File: config.mk
export PLATFORM = sky130hd
export DESIGN_NAME = ansi_escape_sgr_parser
export DESIGN_NICKNAME = d
export VERILOG_FILES = /design/src/hw/rtl/asgr_pkg.sv /design/src/hw/rtl/asgr_parse.sv /design/src/hw/rtl/asgr_outq.sv /design/src/hw/rtl/ansi_escape_sgr_parser.sv
export SDC_FILE = /design/constraint.sdc
export NUM_CORES = 1
export LEC_CHECK = 0
export CAP_MARGIN = 20
export CORE_ASPECT_RATIO = 1.75
export CORE_MARGIN = 2
export CORE_UTILIZATION = 36
export DETAILED_ROUTE_END_ITERATION = 8
export DONT_BUFFER_PORTS = 1
export PLACE_DENSITY_LB_ADDON = 0.3
export RECOVER_POWER = 100
export SETUP_SLACK_MARGIN = 0.02
export SYNTH_ARGS = -nofsm -noshare
export SYNTH_HDL_FRONTEND = slang
export SYNTH_SLANG_ARGS = --single-unit
File: constraint.sdc
create_clock -name aclk -period 6.4 [get_ports aclk]
set_clock_uncertainty 0.15 [all_clocks]
set_input_delay 1.28 -clock aclk [delete_from_list [all_inputs] [get_ports aclk]]
set_output_delay 1.28 -clock aclk [all_outputs]
set_load 0.02 [all_outputs]
File: src/hw/rtl/asgr_pkg.sv
package asgr_pkg;

    // Character codes
    localparam logic [7:0] CHAR_BEL  = 8'h07;
    localparam logic [7:0] CHAR_LF   = 8'h0A;
    localparam logic [7:0] CHAR_CR   = 8'h0D;
    localparam logic [7:0] CHAR_ESC  = 8'h1B;
    localparam logic [7:0] CHAR_SEMI = 8'h3B;
    localparam logic [7:0] CHAR_LBRK = 8'h5B;
    localparam logic [7:0] CHAR_RBRK = 8'h5D;
    localparam logic [7:0] CHAR_SGR  = 8'h6D;  // 'm'
    localparam logic [7:0] CHAR_0    = 8'h30;
    localparam logic [7:0] CHAR_9    = 8'h39;

    localparam logic [6:0] PARAM_MAX = 7'd127;

    // Result kinds
    typedef enum logic [1:0] {
        KIND_TEXT  = 2'd0,
        KIND_ERASE = 2'd1,
        KIND_STYLE = 2'd2
    } kind_t;

    // Configuration register indexes
    localparam int CFG_IDX_W  = 3;
    localparam int CFG_DATA_W = 24;
    localparam logic [CFG_IDX_W-1:0] CFG_TEXT_RGB  = 3'd0;
    localparam logic [CFG_IDX_W-1:0] CFG_BACK_RGB  = 3'd1;
    localparam logic [CFG_IDX_W-1:0] CFG_WEIGHT    = 3'd2;
    localparam logic [CFG_IDX_W-1:0] CFG_ITALIC    = 3'd3;
    localparam logic [CFG_IDX_W-1:0] CFG_UNDERLINE = 3'd4;

    typedef struct packed {
        logic [23:0] text_rgb;
        logic [23:0] back_rgb;
        logic [1:0]  weight;
        logic        italic;
        logic        underline;
    } style_t;

    localparam style_t RESET_STYLE = '{
        text_rgb:  24'hCCCCCC,
        back_rgb:  24'h000000,
        weight:    2'd0,
        italic:    1'b0,
        underline: 1'b0
    };

    typedef struct packed {
        kind_t      kind;
        logic [7:0] char_code;
        style_t     style;
        logic       last;
    } result_t;

    // Up to two results per accepted byte
    typedef struct packed {
        logic [1:0] n;
        result_t    r0;
        result_t    r1;
    } push_t;

    // Output queue
    localparam int OQ_DEPTH = 4;
    localparam int OQ_PTR_W = $clog2(OQ_DEPTH);
    localparam int OQ_CNT_W = $clog2(OQ_DEPTH + 1);

    typedef struct packed {
        logic [OQ_CNT_W-1:0] count;
    } oq_stat_t;

    function automatic logic [23:0] palette(input logic [3:0] idx);
        logic [23:0] c;
        case (idx)
            4'd0:  c = 24'h010101;
            4'd1:  c = 24'hDE382B;
            4'd2:  c = 24'h39B54A;
            4'd3:  c = 24'hFFC706;
            4'd4:  c = 24'h006FB8;
            4'd5:  c = 24'h762671;
            4'd6:  c = 24'h2CB5E9;
            4'd7:  c = 24'hCCCCCC;
            4'd8:  c = 24'h808080;
            4'd9:  c = 24'hFF0000;
            4'd10: c = 24'h00FF00;
            4'd11: c = 24'hFFFF00;
            4'd12: c = 24'h0000FF;
            4'd13: c = 24'hFF00FF;
            4'd14: c = 24'h00FFFF;
            default: c = 24'hFFFFFF;
        endcase
        return c;
    endfunction

    // CSI final letters other than 'm'
    function automatic logic is_final(input logic [7:0] b);
        return (b >= 8'h41 && b <= 8'h48) || b == 8'h4A || b == 8'h4B ||
               b == 8'h53 || b == 8'h54 || b == 8'h66 || b == 8'h69 ||
               b == 8'h6E || b == 8'h75 || b == 8'h73;
    endfunction

    function automatic result_t make_result(input kind_t k, input logic [7:0] ch,
                                            input style_t s, input logic last);
        result_t r;
        r.kind      = k;
        r.char_code = ch;
        r.style     = s;
        r.last      = last;
        return r;
    endfunction

endpackage

File: src/hw/rtl/asgr_parse.sv
module asgr_parse
    import asgr_pkg::*;
(
    input  logic       aclk,
    input  logic       aresetn,
    input  logic       accept,
    input  logic [7:0] byte_in,
    input  style_t     defaults,
    output push_t      push
);

    typedef enum logic [4:0] {
        MODE_NORMAL = 5'b00001,
        MODE_CR     = 5'b00010,
        MODE_ESC    = 5'b00100,
        MODE_OSC    = 5'b01000,
        MODE_CSI    = 5'b10000
    } mode_t;

    mode_t      mode_reg,  mode_next;
    logic [6:0] pv_reg,    pv_next;
    logic       digit_reg, digit_next;
    logic       bad_reg,   bad_next;
    style_t     pend_reg,  pend_next;
    style_t     cur_reg,   cur_next;
    logic       lf_reg,    lf_next;

    logic [10:0] pv_prod;
    logic [6:0]  pv_sat;
    style_t      tok_style;
    push_t       res;

    function automatic style_t apply_sgr(input style_t s, input logic [6:0] v,
                                         input style_t dflt);
        style_t o;
        logic [6:0] d;
        o = s;
        d = '0;
        if (v == 7'd0) begin
            o = dflt;
        end else if (v == 7'd1) begin
            o.weight = 2'd1;
        end else if (v == 7'd2) begin
            o.weight = 2'd2;
        end else if (v == 7'd3) begin
            o.italic = 1'b1;
        end else if (v == 7'd4) begin
            o.underline = 1'b1;
        end else if (v >= 7'd30 && v <= 7'd37) begin
            d = v - 7'd30;
            o.text_rgb = palette(d[3:0]);
        end else if (v >= 7'd90 && v <= 7'd97) begin
            d = v - 7'd82;
            o.text_rgb = palette(d[3:0]);
        end else if (v >= 7'd40 && v <= 7'd47) begin
            d = v - 7'd40;
            o.back_rgb = palette(d[3:0]);
        end else if (v >= 7'd100 && v <= 7'd107) begin
            d = v - 7'd92;
            o.back_rgb = palette(d[3:0]);
        end
        return o;
    endfunction

    // pv*10 + digit, saturating
    assign pv_prod = ({4'b0, pv_reg} << 3) + ({4'b0, pv_reg} << 1) + {7'b0, byte_in[3:0]};
    assign pv_sat  = (pv_prod > {4'b0, PARAM_MAX}) ? PARAM_MAX : pv_prod[6:0];

    assign tok_style = (digit_reg && !bad_reg) ? apply_sgr(pend_reg, pv_reg, defaults)
                                               : pend_reg;

    always_comb begin
        mode_next  = mode_reg;
        pv_next    = pv_reg;
        digit_next = digit_reg;
        bad_next   = bad_reg;
        pend_next  = pend_reg;
        cur_next   = cur_reg;
        lf_next    = lf_reg;
        res        = '0;

        unique case (mode_reg)
            MODE_CR: begin
                mode_next = MODE_NORMAL;
                if (byte_in == CHAR_LF) begin
                    res.n  = 2'd2;
                    res.r0 = make_result(KIND_TEXT, CHAR_CR, cur_reg, 1'b0);
                    res.r1 = make_result(KIND_TEXT, CHAR_LF, cur_reg, 1'b1);
                    lf_next = 1'b1;
                end else if (lf_reg) begin
                    // erase back to the last LF, then keep the byte
                    res.n  = 2'd2;
                    res.r0 = make_result(KIND_ERASE, 8'd0, cur_reg, 1'b0);
                    res.r1 = make_result(KIND_TEXT, byte_in, cur_reg, 1'b1);
                end else begin
                    res.n  = 2'd1;
                    res.r0 = make_result(KIND_ERASE, 8'd0, cur_reg, 1'b1);
                end
            end
            MODE_ESC: begin
                if (byte_in == CHAR_LBRK) begin
                    mode_next  = MODE_CSI;
                    pv_next    = '0;
                    digit_next = 1'b0;
                    bad_next   = 1'b0;
                    pend_next  = defaults;
                end else if (byte_in == CHAR_RBRK) begin
                    mode_next = MODE_OSC;
                end
            end
            MODE_OSC: begin
                if (byte_in == CHAR_BEL) begin
                    mode_next = MODE_NORMAL;
                end
            end
            MODE_CSI: begin
                if (is_final(byte_in)) begin
                    mode_next = MODE_NORMAL;
                end else if (byte_in == CHAR_SGR) begin
                    pv_next    = '0;
                    digit_next = 1'b0;
                    bad_next   = 1'b0;
                    pend_next  = tok_style;
                    cur_next   = tok_style;
                    res.n      = 2'd1;
                    res.r0     = make_result(KIND_STYLE, 8'd0, tok_style, 1'b1);
                    mode_next  = MODE_NORMAL;
                end else if (byte_in == CHAR_SEMI) begin
                    pv_next    = '0;
                    digit_next = 1'b0;
                    bad_next   = 1'b0;
                    pend_next  = tok_style;
                end else if (byte_in >= CHAR_0 && byte_in <= CHAR_9) begin
                    pv_next    = pv_sat;
                    digit_next = 1'b1;
                end else begin
                    bad_next = 1'b1;
                end
            end
            default: begin
                mode_next = MODE_NORMAL;
                if (byte_in == CHAR_ESC) begin
                    lf_next   = 1'b0;
                    mode_next = MODE_ESC;
                end else if (byte_in == CHAR_CR) begin
                    mode_next = MODE_CR;
                end else begin
                    res.n  = 2'd1;
                    res.r0 = make_result(KIND_TEXT, byte_in, cur_reg, 1'b1);
                    if (byte_in == CHAR_LF) begin
                        lf_next = 1'b1;
                    end
                end
            end
        endcase
    end

    always_ff @(posedge aclk) begin
        if (!aresetn) begin
            mode_reg  <= MODE_NORMAL;
            pv_reg    <= '0;
            digit_reg <= 1'b0;
            bad_reg   <= 1'b0;
            pend_reg  <= RESET_STYLE;
            cur_reg   <= RESET_STYLE;
            lf_reg    <= 1'b0;
        end else if (accept) begin
            mode_reg  <= mode_next;
            pv_reg    <= pv_next;
            digit_reg <= digit_next;
            bad_reg   <= bad_next;
            pend_reg  <= pend_next;
            cur_reg   <= cur_next;
            lf_reg    <= lf_next;
        end
    end

    always_comb begin
        push   = res;
        push.n = accept ? res.n : 2'd0;
    end

endmodule

File: src/hw/rtl/asgr_outq.sv
module asgr_outq
    import asgr_pkg::*;
(
    input  logic     aclk,
    input  logic     aresetn,
    input  push_t    push,
    input  logic     pop,
    output logic     can_take,
    output logic     head_valid,
    output result_t  head,
    output oq_stat_t stat
);

    result_t             entry_reg [OQ_DEPTH];
    logic [OQ_PTR_W-1:0] wr_ptr_reg, wr_ptr_next;
    logic [OQ_PTR_W-1:0] rd_ptr_reg, rd_ptr_next;
    logic [OQ_CNT_W-1:0] count_reg,  count_next;
    logic [OQ_PTR_W-1:0] wr_ptr_p1;

    assign wr_ptr_p1  = wr_ptr_reg + OQ_PTR_W'(1);
    assign head_valid = (count_reg != '0);
    assign head       = entry_reg[rd_ptr_reg];
    // room for the worst case of two results
    assign can_take   = (count_reg <= OQ_CNT_W'(OQ_DEPTH - 2));
    assign stat.count = count_reg;

    always_comb begin
        wr_ptr_next = wr_ptr_reg + OQ_PTR_W'(push.n);
        rd_ptr_next = rd_ptr_reg + OQ_PTR_W'(pop);
        count_next  = count_reg + OQ_CNT_W'(push.n) - OQ_CNT_W'(pop);
    end

    always_ff @(posedge aclk) begin
        if (!aresetn) begin
            wr_ptr_reg <= '0;
            rd_ptr_reg <= '0;
            count_reg  <= '0;
        end else begin
            wr_ptr_reg <= wr_ptr_next;
            rd_ptr_reg <= rd_ptr_next;
            count_reg  <= count_next;
        end
    end

    always_ff @(posedge aclk) begin
        if (push.n != 2'd0) begin
            entry_reg[wr_ptr_reg] <= push.r0;
        end
        if (push.n == 2'd2) begin
            entry_reg[wr_ptr_p1] <= push.r1;
        end
    end

endmodule

File: src/hw/rtl/ansi_escape_sgr_parser.sv
// Channel  | Handshake         | Payload
// ---------+-------------------+---------------------------------------------
// input    | s_valid/s_ready   | s_byte_in
// result   | m_valid/m_ready   | m_result_kind, m_char_code, m_text_rgb,
//          |                   | m_back_rgb, m_weight, m_italic, m_underline,
//          |                   | m_last
// config   | cfg_wr_en         | cfg_index, cfg_wr_data (no read-back)
//
// One byte is accepted per cycle while s_ready is high. Its results reach
// m_* behind any queued ones, one beat per cycle while m_ready is high; a CR
// pair or kept-byte CR-erase makes two beats; such bytes set the sustained rate.
// A 4-entry result queue sits between the parser and m_*: s_ready is high
// while at least two entries are free, so m_ready stalls back up into s_ready.
// aresetn is synchronous, active low; defaults and style return to reset
// values and the queue empties.
module ansi_escape_sgr_parser
    import asgr_pkg::*;
(
    input  logic                  aclk,
    input  logic                  aresetn,

    input  logic                  cfg_wr_en,
    input  logic [CFG_IDX_W-1:0]  cfg_index,
    input  logic [CFG_DATA_W-1:0] cfg_wr_data,

    input  logic                  s_valid,
    output logic                  s_ready,
    input  logic [7:0]            s_byte_in,

    output logic                  m_valid,
    input  logic                  m_ready,
    output logic [1:0]            m_result_kind,
    output logic [7:0]            m_char_code,
    output logic [23:0]           m_text_rgb,
    output logic [23:0]           m_back_rgb,
    output logic [1:0]            m_weight,
    output logic                  m_italic,
    output logic                  m_underline,
    output logic                  m_last
);

    style_t   dflt_reg;
    logic     in_accept;
    logic     out_pop;
    push_t    push;
    result_t  head;
    oq_stat_t q_stat;

    // Default style registers: written by index, low bits of the data word
    always_ff @(posedge aclk) begin
        if (!aresetn) begin
            dflt_reg <= RESET_STYLE;
        end else if (cfg_wr_en) begin
            unique case (cfg_index)
                CFG_TEXT_RGB:  dflt_reg.text_rgb  <= cfg_wr_data[23:0];
                CFG_BACK_RGB:  dflt_reg.back_rgb  <= cfg_wr_data[23:0];
                CFG_WEIGHT:    dflt_reg.weight    <= cfg_wr_data[1:0];
                CFG_ITALIC:    dflt_reg.italic    <= cfg_wr_data[0];
                CFG_UNDERLINE: dflt_reg.underline <= cfg_wr_data[0];
                default: ;     // unused indexes are ignored
            endcase
        end
    end

    assign in_accept = s_valid && s_ready;
    assign out_pop   = m_valid && m_ready;

    // Mode tracking, CSI token handling and style update; results leave
    // in the same cycle the byte is accepted and land in the queue.
    asgr_parse u_parse (
        .aclk     (aclk),
        .aresetn  (aresetn),
        .accept   (in_accept),
        .byte_in  (s_byte_in),
        .defaults (dflt_reg),
        .push     (push)
    );

    asgr_outq u_outq (
        .aclk       (aclk),
        .aresetn    (aresetn),
        .push       (push),
        .pop        (out_pop),
        .can_take   (s_ready),
        .head_valid (m_valid),
        .head       (head),
        .stat       (q_stat)
    );

    assign m_result_kind = head.kind;
    assign m_char_code   = head.char_code;
    assign m_text_rgb    = head.style.text_rgb;
    assign m_back_rgb    = head.style.back_rgb;
    assign m_weight      = head.style.weight;
    assign m_italic      = head.style.italic;
    assign m_underline   = head.style.underline;
    assign m_last        = head.last;

    // Queue never overfills
    a_q_bound: assert property (@(posedge aclk) disable iff (!aresetn)
        q_stat.count <= OQ_CNT_W'(OQ_DEPTH))
        else $error("result queue overflow");

    // A byte's only result, or its second, closes the byte
    a_last_one: assert property (@(posedge aclk) disable iff (!aresetn)
        push.n == 2'd1 |-> push.r0.last)
        else $error("single result without last");

    a_last_two: assert property (@(posedge aclk) disable iff (!aresetn)
        push.n == 2'd2 |-> (!push.r0.last && push.r1.last))
        else $error("result pair with wrong last marks");

    // Pushes only happen on accepted beats
    a_push_acc: assert property (@(posedge aclk) disable iff (!aresetn)
        push.n != 2'd0 |-> in_accept)
        else $error("result pushed without an accepted beat");

    // Erase and style beats carry no character
    a_no_char: assert property (@(posedge aclk) disable iff (!aresetn)
        (m_valid && m_result_kind != KIND_TEXT) |-> m_char_code == 8'd0)
        else $error("non-text result with a character");

endmodule

# == Yosys cells after proc, flatten, opt, wreduce, memory -nomap -nowiden ==
# Memories as Yosys holds them, arrays and structs flattened. A register that Yosys moved wholly into a read port is not among the register bits.
# Cells that the tools add are included.
# classes
add_sub_neg,11
mux,69
n_reduce_logical,37
n_lt_le_gt_ge,14
eq_ne,39
bitwise,2
# ops
operator,n
$mux 52,6
$mux 65,3
$pmux 65 s3,1
$mux 48,4
$mux 24,6
$mux 128,1
$mux 64,2
$pmux 52 s2,1
$eq 8x7->1 const B,12
$mux 63,1
$mux 61,1
$mux 7,6
$mux 5,6
$pmux 5 s4,1
$mux 1,19
$eq 8x4->1 const B,2
$reduce_and 5->1,3
$eq 7x2->1 const B,2
$ge 7x7->1 const B,2
$le 7x6->1 const B,2
$le 7x7->1 const B,2
$mux 2,7
$pmux 7 s2,1
$sub 4x4->4 const B,3
other kinds (49),78
# totals
mem_bits_ro,1536
mem_count,5
ramBits,252
input_bits,40
register_bits,178
# memory_table
memory,depth,width,read_ports,rd_clocked_by_memory_dff,write_ports,line_no,text
(name not given),16,24,1,0,0,asgr_pkg.sv:74,case (idx)
(name not given),16,24,1,0,0,asgr_pkg.sv:74,
(name not given),16,24,1,0,0,asgr_pkg.sv:74,
(name not given),16,24,1,0,0,asgr_pkg.sv:74,
u_outq.entry_reg,4,63,1,1,2,asgr_outq.sv:14,result_t entry_reg [OQ_DEPTH];

# == Depth between registers and ports, before layout ==
# Gate-level depths: netlist (run 1).
# depth
depth_word,19
ltp_mapped,14
depth_no_buf,13

# == By module ==
# From an unflattened synthesis (run 1), not the netlist that was laid out.
# hier_totals
cells_unflattened,2230
area_unflattened_um2,24876.4
# by_module_without_submodules
mod,seq_area_each_um2,instances,area_each_um2,cells_per_inst
asgr_outq,7707.4,1,13062.5,652
asgr_parse,2382.3,1,9645.5,1363
ansi_escape_sgr_parser,1041.0,1,2168.3,215

# == Least setup slack after synthesis (run 1) ==
# OpenSTA, ideal clock, no wires.
# synth_path
path_type,in2reg
startpoint,input s_byte_in[5]
endpoint,"memory u_outq.entry_reg[0][0] (netlist name), enable pin"
path_stages,9
path_buffers,4
arrival_time_ns,4.003
setup_slack_ns,1.574
path_cell_list,clkbuf_2 clkbuf_1 nor3_1 and3b_1 o21ai_0 buf_2 o21ai_1 clkbuf_1 nand2_1
# synth_lines
item,line_no,text
"start, declared",ansi_escape_sgr_parser.sv:28,"input logic [7:0] s_byte_in,"
"end, declared",asgr_outq.sv:14,

==> out/results.ini, run 1 <==
[status]
status=finished, violations left
failed_checks=capacitance limit, slew limit

[final_layout]
area_delta_synth_final_pct=7.628
nets=2351
multiInputGateArea_um2=10630
n_fill_cell=6120
largest_register_ff_count=252
num_antenna_cells=0
drive_gt1_frac=0.08558
seqCellArea_um2=11060

[critical_path]
arrival_ns=5.42
cp_max_fo=12
cp_slowest_stage_delay_ns=1.59
cpMostUsedCell=o21ai_0
cp_cell_sequence=inv_1 > ha_1 > nor4b_1 > nand2_1 > nor2_2 > clkbuf_1 > o21ai_0 > a22oi_1 > o21ai_0
r2r.worst_path.cells=9
worst-setup-path-type=register to register
required_ns=6.51
worst_setup_path_start_kind=register
cp_slowest_cell=nor4b_1
setup.worst_path.end_class=register

[drt]
firstDrtPassIters=6
ant_nets=0
wl_um=81500
wl_per_cell_um=26.28
drt_iter0_drc=2163
via_count=19140
viasPerCell=6.172
route.detailed.drc=0

[timing]
fin_ws_ns=1.089
holdWs_ns=0.3076
timing.final.crit_share=0.8299
min_period_ns=5.311
finalSetupViolations=0
worst_pin_slew_ns=4.136
finalSetupTns_ns=0
slew_viol_final=251
grt_setup_unrepaired=false
fmax_mhz=188.3
hold_violations=0
relSlewSlack=-1.758

[yosys]
synth_top_cell_by_area=edfxtp_1
avgSynthCellArea_um2=9.575
synth_top_area_share=0.3221
synth.distinct_cells=96
synth_seq_cells=430
synth-main-ff-cell=edfxtp_1
async_flop_share=0
synth_edf_count=244
syn_area_um2=22750
synth_nets=2455
synthTopCellsByArea=edfxtp_1, dfxtp_1, nand2_1
syn-instance-count=2376
synth_seq_area_share=0.4858
yosys_warnings=0

[place]
port_buffers=0
dpl_worst_slack_ns=1.772
dp_hpwl_um=54410
gp_congestion=0.9167

[clock_tree]
cts-root-buf=clkbuf_16
cts_resized=0
cts.sinks=430
cts_buffers=38
cts_tree=done
htreeDepth=2
cts_buffer_depth=3
clk_pin_slew_ns=0.06
ctsHoldBuffers=0
clock_latency_ns=0.57
cts_setup_buffers=0

[die]
die_area_um2=65300
core-area_um2=62370
fp-row-count=121
dieWidth_um=194.0
die_y_um=336.5
io_pins=105
start_util=0.3647

[power_and_ir_drop]
vdd_drop_max_v=0.0001783
p_leak_nw=7.917
power_density_nw_per_um2=286.3

[min_path]
worstHoldPathCells=2
hold_class=register to register

[global_route]
antenna_found_initial=0
grt_pass1_vias=18560
grt_pass1_wl_um=119700
grt_max_degree=139
grt.total_usage=0.2415
grt_overflow=0

[flow_run]
cap_violations=6

## report_power, final
part / switching (mW) / internal (mW) / total [mW]
Combinational: 0.918 / 0.443 / 1.36
Clock: 1.07 / 1.29 / 2.36
Sequential: 0.132 / 3.16 / 3.29
## worst paths after layout
| path | from | end | slack (ns) |
|---|---|---|---|
| hold reg to reg | u_outq.entry_reg[2][62] | u_outq.entry_reg[2][62] | 0.31 |
| hold / removal | u_outq.entry_reg[2][62] | u_outq.entry_reg[2][62] | 0.31 |
| setup / recovery | u_parse.pv_reg[3] | u_outq.entry_reg[3][2] | 1.09 |
| setup reg to reg | u_parse.pv_reg[3] | u_outq.entry_reg[3][2] | 1.09 |
## metrics by stage
step | power [mW] | cell area (µm²) | util | std cells
2_1_floorplan | 4.310 | 22750 | - | 2376
3_3_place_gp | 4.735 | 23380 | 0.3749 | 3027
3_5_place_dp | 4.760 | 23430 | 0.3756 | 3029
4_1_cts | 7.091 | 24670 | 0.3956 | 3099
5_1_grt | 7.235 | 24480 | 0.3925 | 3101
6_report | 7.009 | 24480 | 0.3925 | 3101
## cell families after synthesis
| family | Yosys count | synth area share |
|---|---|---|
| simple gates | 810 | 0.1598 |
| mux | 78 | 0.06957 |
| flops | 430 | 0.4858 |
| compound gates | 771 | 0.2133 |
| fa+ha+maj | 39 | 0.02244 |
| xor+xnor | 16 | 0.006160 |
| buf+inv | 232 | 0.04295 |
## placed cells by master, fill, tap and decap left out, types with 29 or more instances in the layout
cell type,count
o22ai_1,43
o21ai_0,328
o211ai_1,29
a21oi_1,136
nand3_1,65
inv_1,30
nor3_1,42
ha_1,36
buf_4,32
edfxtp_1,244
clkbuf_16,39
nor2_1,115
nand2_1,452
dfxtp_1,184
mux4_2,64
a31oi_1,32
## worst max-delay path, delay by kind of cell (launching register included)
family,cells,cell delay [ns]
DFF,1,0.32
and+or+nand+nor,3,2.34
adders and majority gates,1,0.35
buffers and inverters,2,0.80
AOI/OAI and AO/OA,3,1.03
## synth_stat cells (all sizes together) (6+ instances only)
master   count
nor2       118
mux4        64
inv         29
o311a        6
nor3        42
a211oi      19
o211a       14
o211ai      29
buf         66
a21oi      137
nand2      455
nand2b      17
dfxtp      186
and2        32
xnor2       10
o22ai       44
a22o         6
clkbuf     133
o21a         7
mux2i       13
nor4         8
nand3b       8
a31oi       32
a221oi      15
o221ai      22
nor2b       16
ha          36
or3         10
a21o        10
o311ai       8
o31ai       12
edfxtp     244
nand3       66
and3         7
o21ai      336
o2bb2ai     11
a22oi        8
a21boi       6
xor2         6
## area by class of cell
| class | instances | share of cell area |
|---|---|---|
| clock buffer | 50 | 0.04277 |
| multi-input combinational | 1714 | 0.4341 |
| sequential | 430 | 0.4515 |
| inverter | 33 | 0.005059 |
| clock inverter | 20 | 0.008074 |
| tap | 799 | 0.04083 |
| timing repair buffer | 55 | 0.01763 |
## routing by layer
metal	vias up	GRT usage	wire length [µm]
li1	8587	-	-
met1	9343	0.2721	29290
met2	989	0.4297	40850
met3	220	0.04221	6311
met4	0	0.1373	5051
met5	-	0	0
(Power assumes the default switching activity.)
==> inputs of run 2 (changes only) <==
Clock period 6.4 ns to 4.8 ns, I/O delays scaled along.
==> out/results.ini, run 2 (same netlist as run 1, synthesis figures left out) <==
[critical_path]
worst_setup_path_start_kind=register
cp_slowest_cell=ha_1
cp_cell_sequence=buf_4 > ha_1 > and2_0 > o221ai_1 > clkbuf_1 > a211oi_1 > a31oi_1 > o211a_1 > a211oi_2 > o21ai_0
setup.worst_path.end_class=register
reg2reg_to=u_outq.entry_reg[3][13]
cp_max_fo=40  ; +28
r2r-start=u_parse.pv_reg[0]
arrival_ns=4.37  ; -1.05 ns
worst-setup-path-type=register to register
required_ns=4.92  ; -1.59 ns
r2r.worst_path.cells=10  ; +1
cp_slowest_stage_delay_ns=0.61  ; -0.98 ns
regToRegSetupSlack_ns=0.55  ; -0.54 ns

[drt]
wl_per_cell_um=26.32  ; +0.14%
ant_nets=0  ; unchanged
drt_iter0_drc=2232  ; +3.2%
viasPerCell=6.193  ; +0.35%
firstDrtPassIters=6  ; unchanged
wl_um=82540  ; +1.3%
route.detailed.drc=0  ; unchanged
via_count=19420  ; +1.5%

[global_route]
grt.total_usage=0.2477  ; +0.006270
use_met2=0.4317  ; +0.002044
grt_util_met1=0.2805  ; +0.008414
grt_max_degree=139  ; unchanged
grt_pass1_wl_um=123000  ; +2.8%
grt_pass1_vias=19020  ; +2.5%
busiest_layer=met2
grt_overflow=0  ; unchanged
grt_util_met3=0.04121  ; -0.001000
antenna_found_initial=0  ; unchanged

[power_and_ir_drop]
power_density_nw_per_um2=381.9  ; +33%
vdd_drop_max_v=0.0002852  ; +60%
power_mw=9.492  ; +35%
p_leak_nw=8.159  ; +3.0%

[timing]
min_period_ns=4.249  ; -1.062 ns
finalSetupViolations=0  ; unchanged
worst_pin_slew_ns=1.880  ; -2.256 ns
slew_viol_final=105  ; -58%
relSlewSlack=-0.2536  ; +1.504
hold_violations=0  ; unchanged
fmax_mhz=235.4  ; +25%
grt_setup_unrepaired=false
holdWs_ns=0.3063  ; -0.001325 ns
finalSetupTns_ns=0  ; unchanged
timing.final.crit_share=0.8852  ; +0.05529

[die]
fp-row-count=121  ; unchanged
io_pins=105  ; unchanged
core-area_um2=62370  ; unchanged
dieWidth_um=194.0  ; unchanged
die_area_um2=65300  ; unchanged
start_util=0.3647  ; unchanged
die_y_um=336.5  ; unchanged

[min_path]
worstHoldPathCells=1  ; -1
min_to=dflt_reg[39]
hold_class=input port to register
hold_start=aresetn

[final_layout]
layout_commonest_cell=nand2_1
largest_register_ff_count=252  ; unchanged
area_delta_synth_final_pct=9.251
nets=2383  ; +1.4%
drive_gt1_frac=0.1006  ; +0.01498
num_antenna_cells=0  ; unchanged
layout_common_cells=nand2_1, o21ai_0, edfxtp_1

[flow_run]
cap_violations=2  ; -4

[clock_tree]
cts_tree=done
cts-root-buf=clkbuf_16
htreeDepth=2  ; unchanged
cts_buffers=41  ; +7.9%
clk_pin_slew_ns=0.07  ; about the same
cts_setup_buffers=0  ; unchanged
cts_resized=0  ; unchanged
cts_buffer_depth=3  ; unchanged
ctsHoldBuffers=0  ; unchanged
clock_latency_ns=0.58  ; about the same
cts.sinks=430  ; unchanged

[status]
status=finished, violations left
failed_checks=capacitance limit, slew limit

[place]
dp_hpwl_um=56610  ; +4.0%
port_buffers=0  ; unchanged
gp_congestion=0.9857  ; +7.5%

==> run 2: per-stage QoR <==
step                instance area [µm²]  cells    util  setup WS [ns]
floorplan                         22750   2376       -         0.2942
finish                            24850   3136  0.3985         0.5512
global placement                  23670   3059  0.3795         0.8914
CTS                               25030   3136  0.4013         0.9872
detailed placement                23700   3060  0.3800         0.9005
global route                      24850   3136  0.3985         0.3620
==> run 2: area by class of cell <==
| type | count | area [µm²] |
|---|---|---|
| clock buffer | 55 | 1140 |
| clock inverter | 21 | 191.4 |
| fill | 6124 | 37520 |
| inverter | 33 | 123.9 |
| multi-input combinational | 1714 | 10680 |
| sequential | 430 | 11050 |
| tap | 799 | 999.7 |
| timing repair buffer | 84 | 668.1 |
==> run 2: layer usage <==
metal | part of all wire | up-vias
met1 | 0.36 | 9475
met3 | 0.079 | 253
met2 | 0.49 | 1043
li1 | - | 8651
met4 | 0.071 | 0
met5 | 0 | -
==> run 2: how the worst max path moves through the flow <==
| stage | from | to | slack, ns |
|---|---|---|---|
| after global routing | u_parse.pv_reg[2] | u_outq.entry_reg[2][18] | 0.36 |
| after detailed placement | s_byte_in[1] | u_outq.stat[2] | 0.90 |
| after floorplan | s_byte_in[5] | u_outq.entry_reg[0][0] | 0.29 |
| after CTS | u_parse.pv_reg[0] | u_outq.entry_reg[3][13] | 0.99 |
| final | u_parse.pv_reg[0] | u_outq.entry_reg[3][13] | 0.55 |
| after global placement | s_byte_in[1] | u_outq.stat[2] | 0.89 |
==> run 2: report_power, final <==
group	switching [mW]	total, mW	internal (mW)
logic	1.22	1.82	0.600
registers	0.178	4.38	4.20
clock network	1.49	3.29	1.80
total	2.89	9.49	6.60
==> run 2: critical path: cells and delay by family, from the launching register on <==
kind	cells	cell delay (ns)
AO/OA/AOI/OAI	6	1.67
adder cells (fa/ha/maj)	1	0.61
buffers and inverters	2	0.81
flip-flops	1	0.37
AND/OR/NAND/NOR	1	0.30
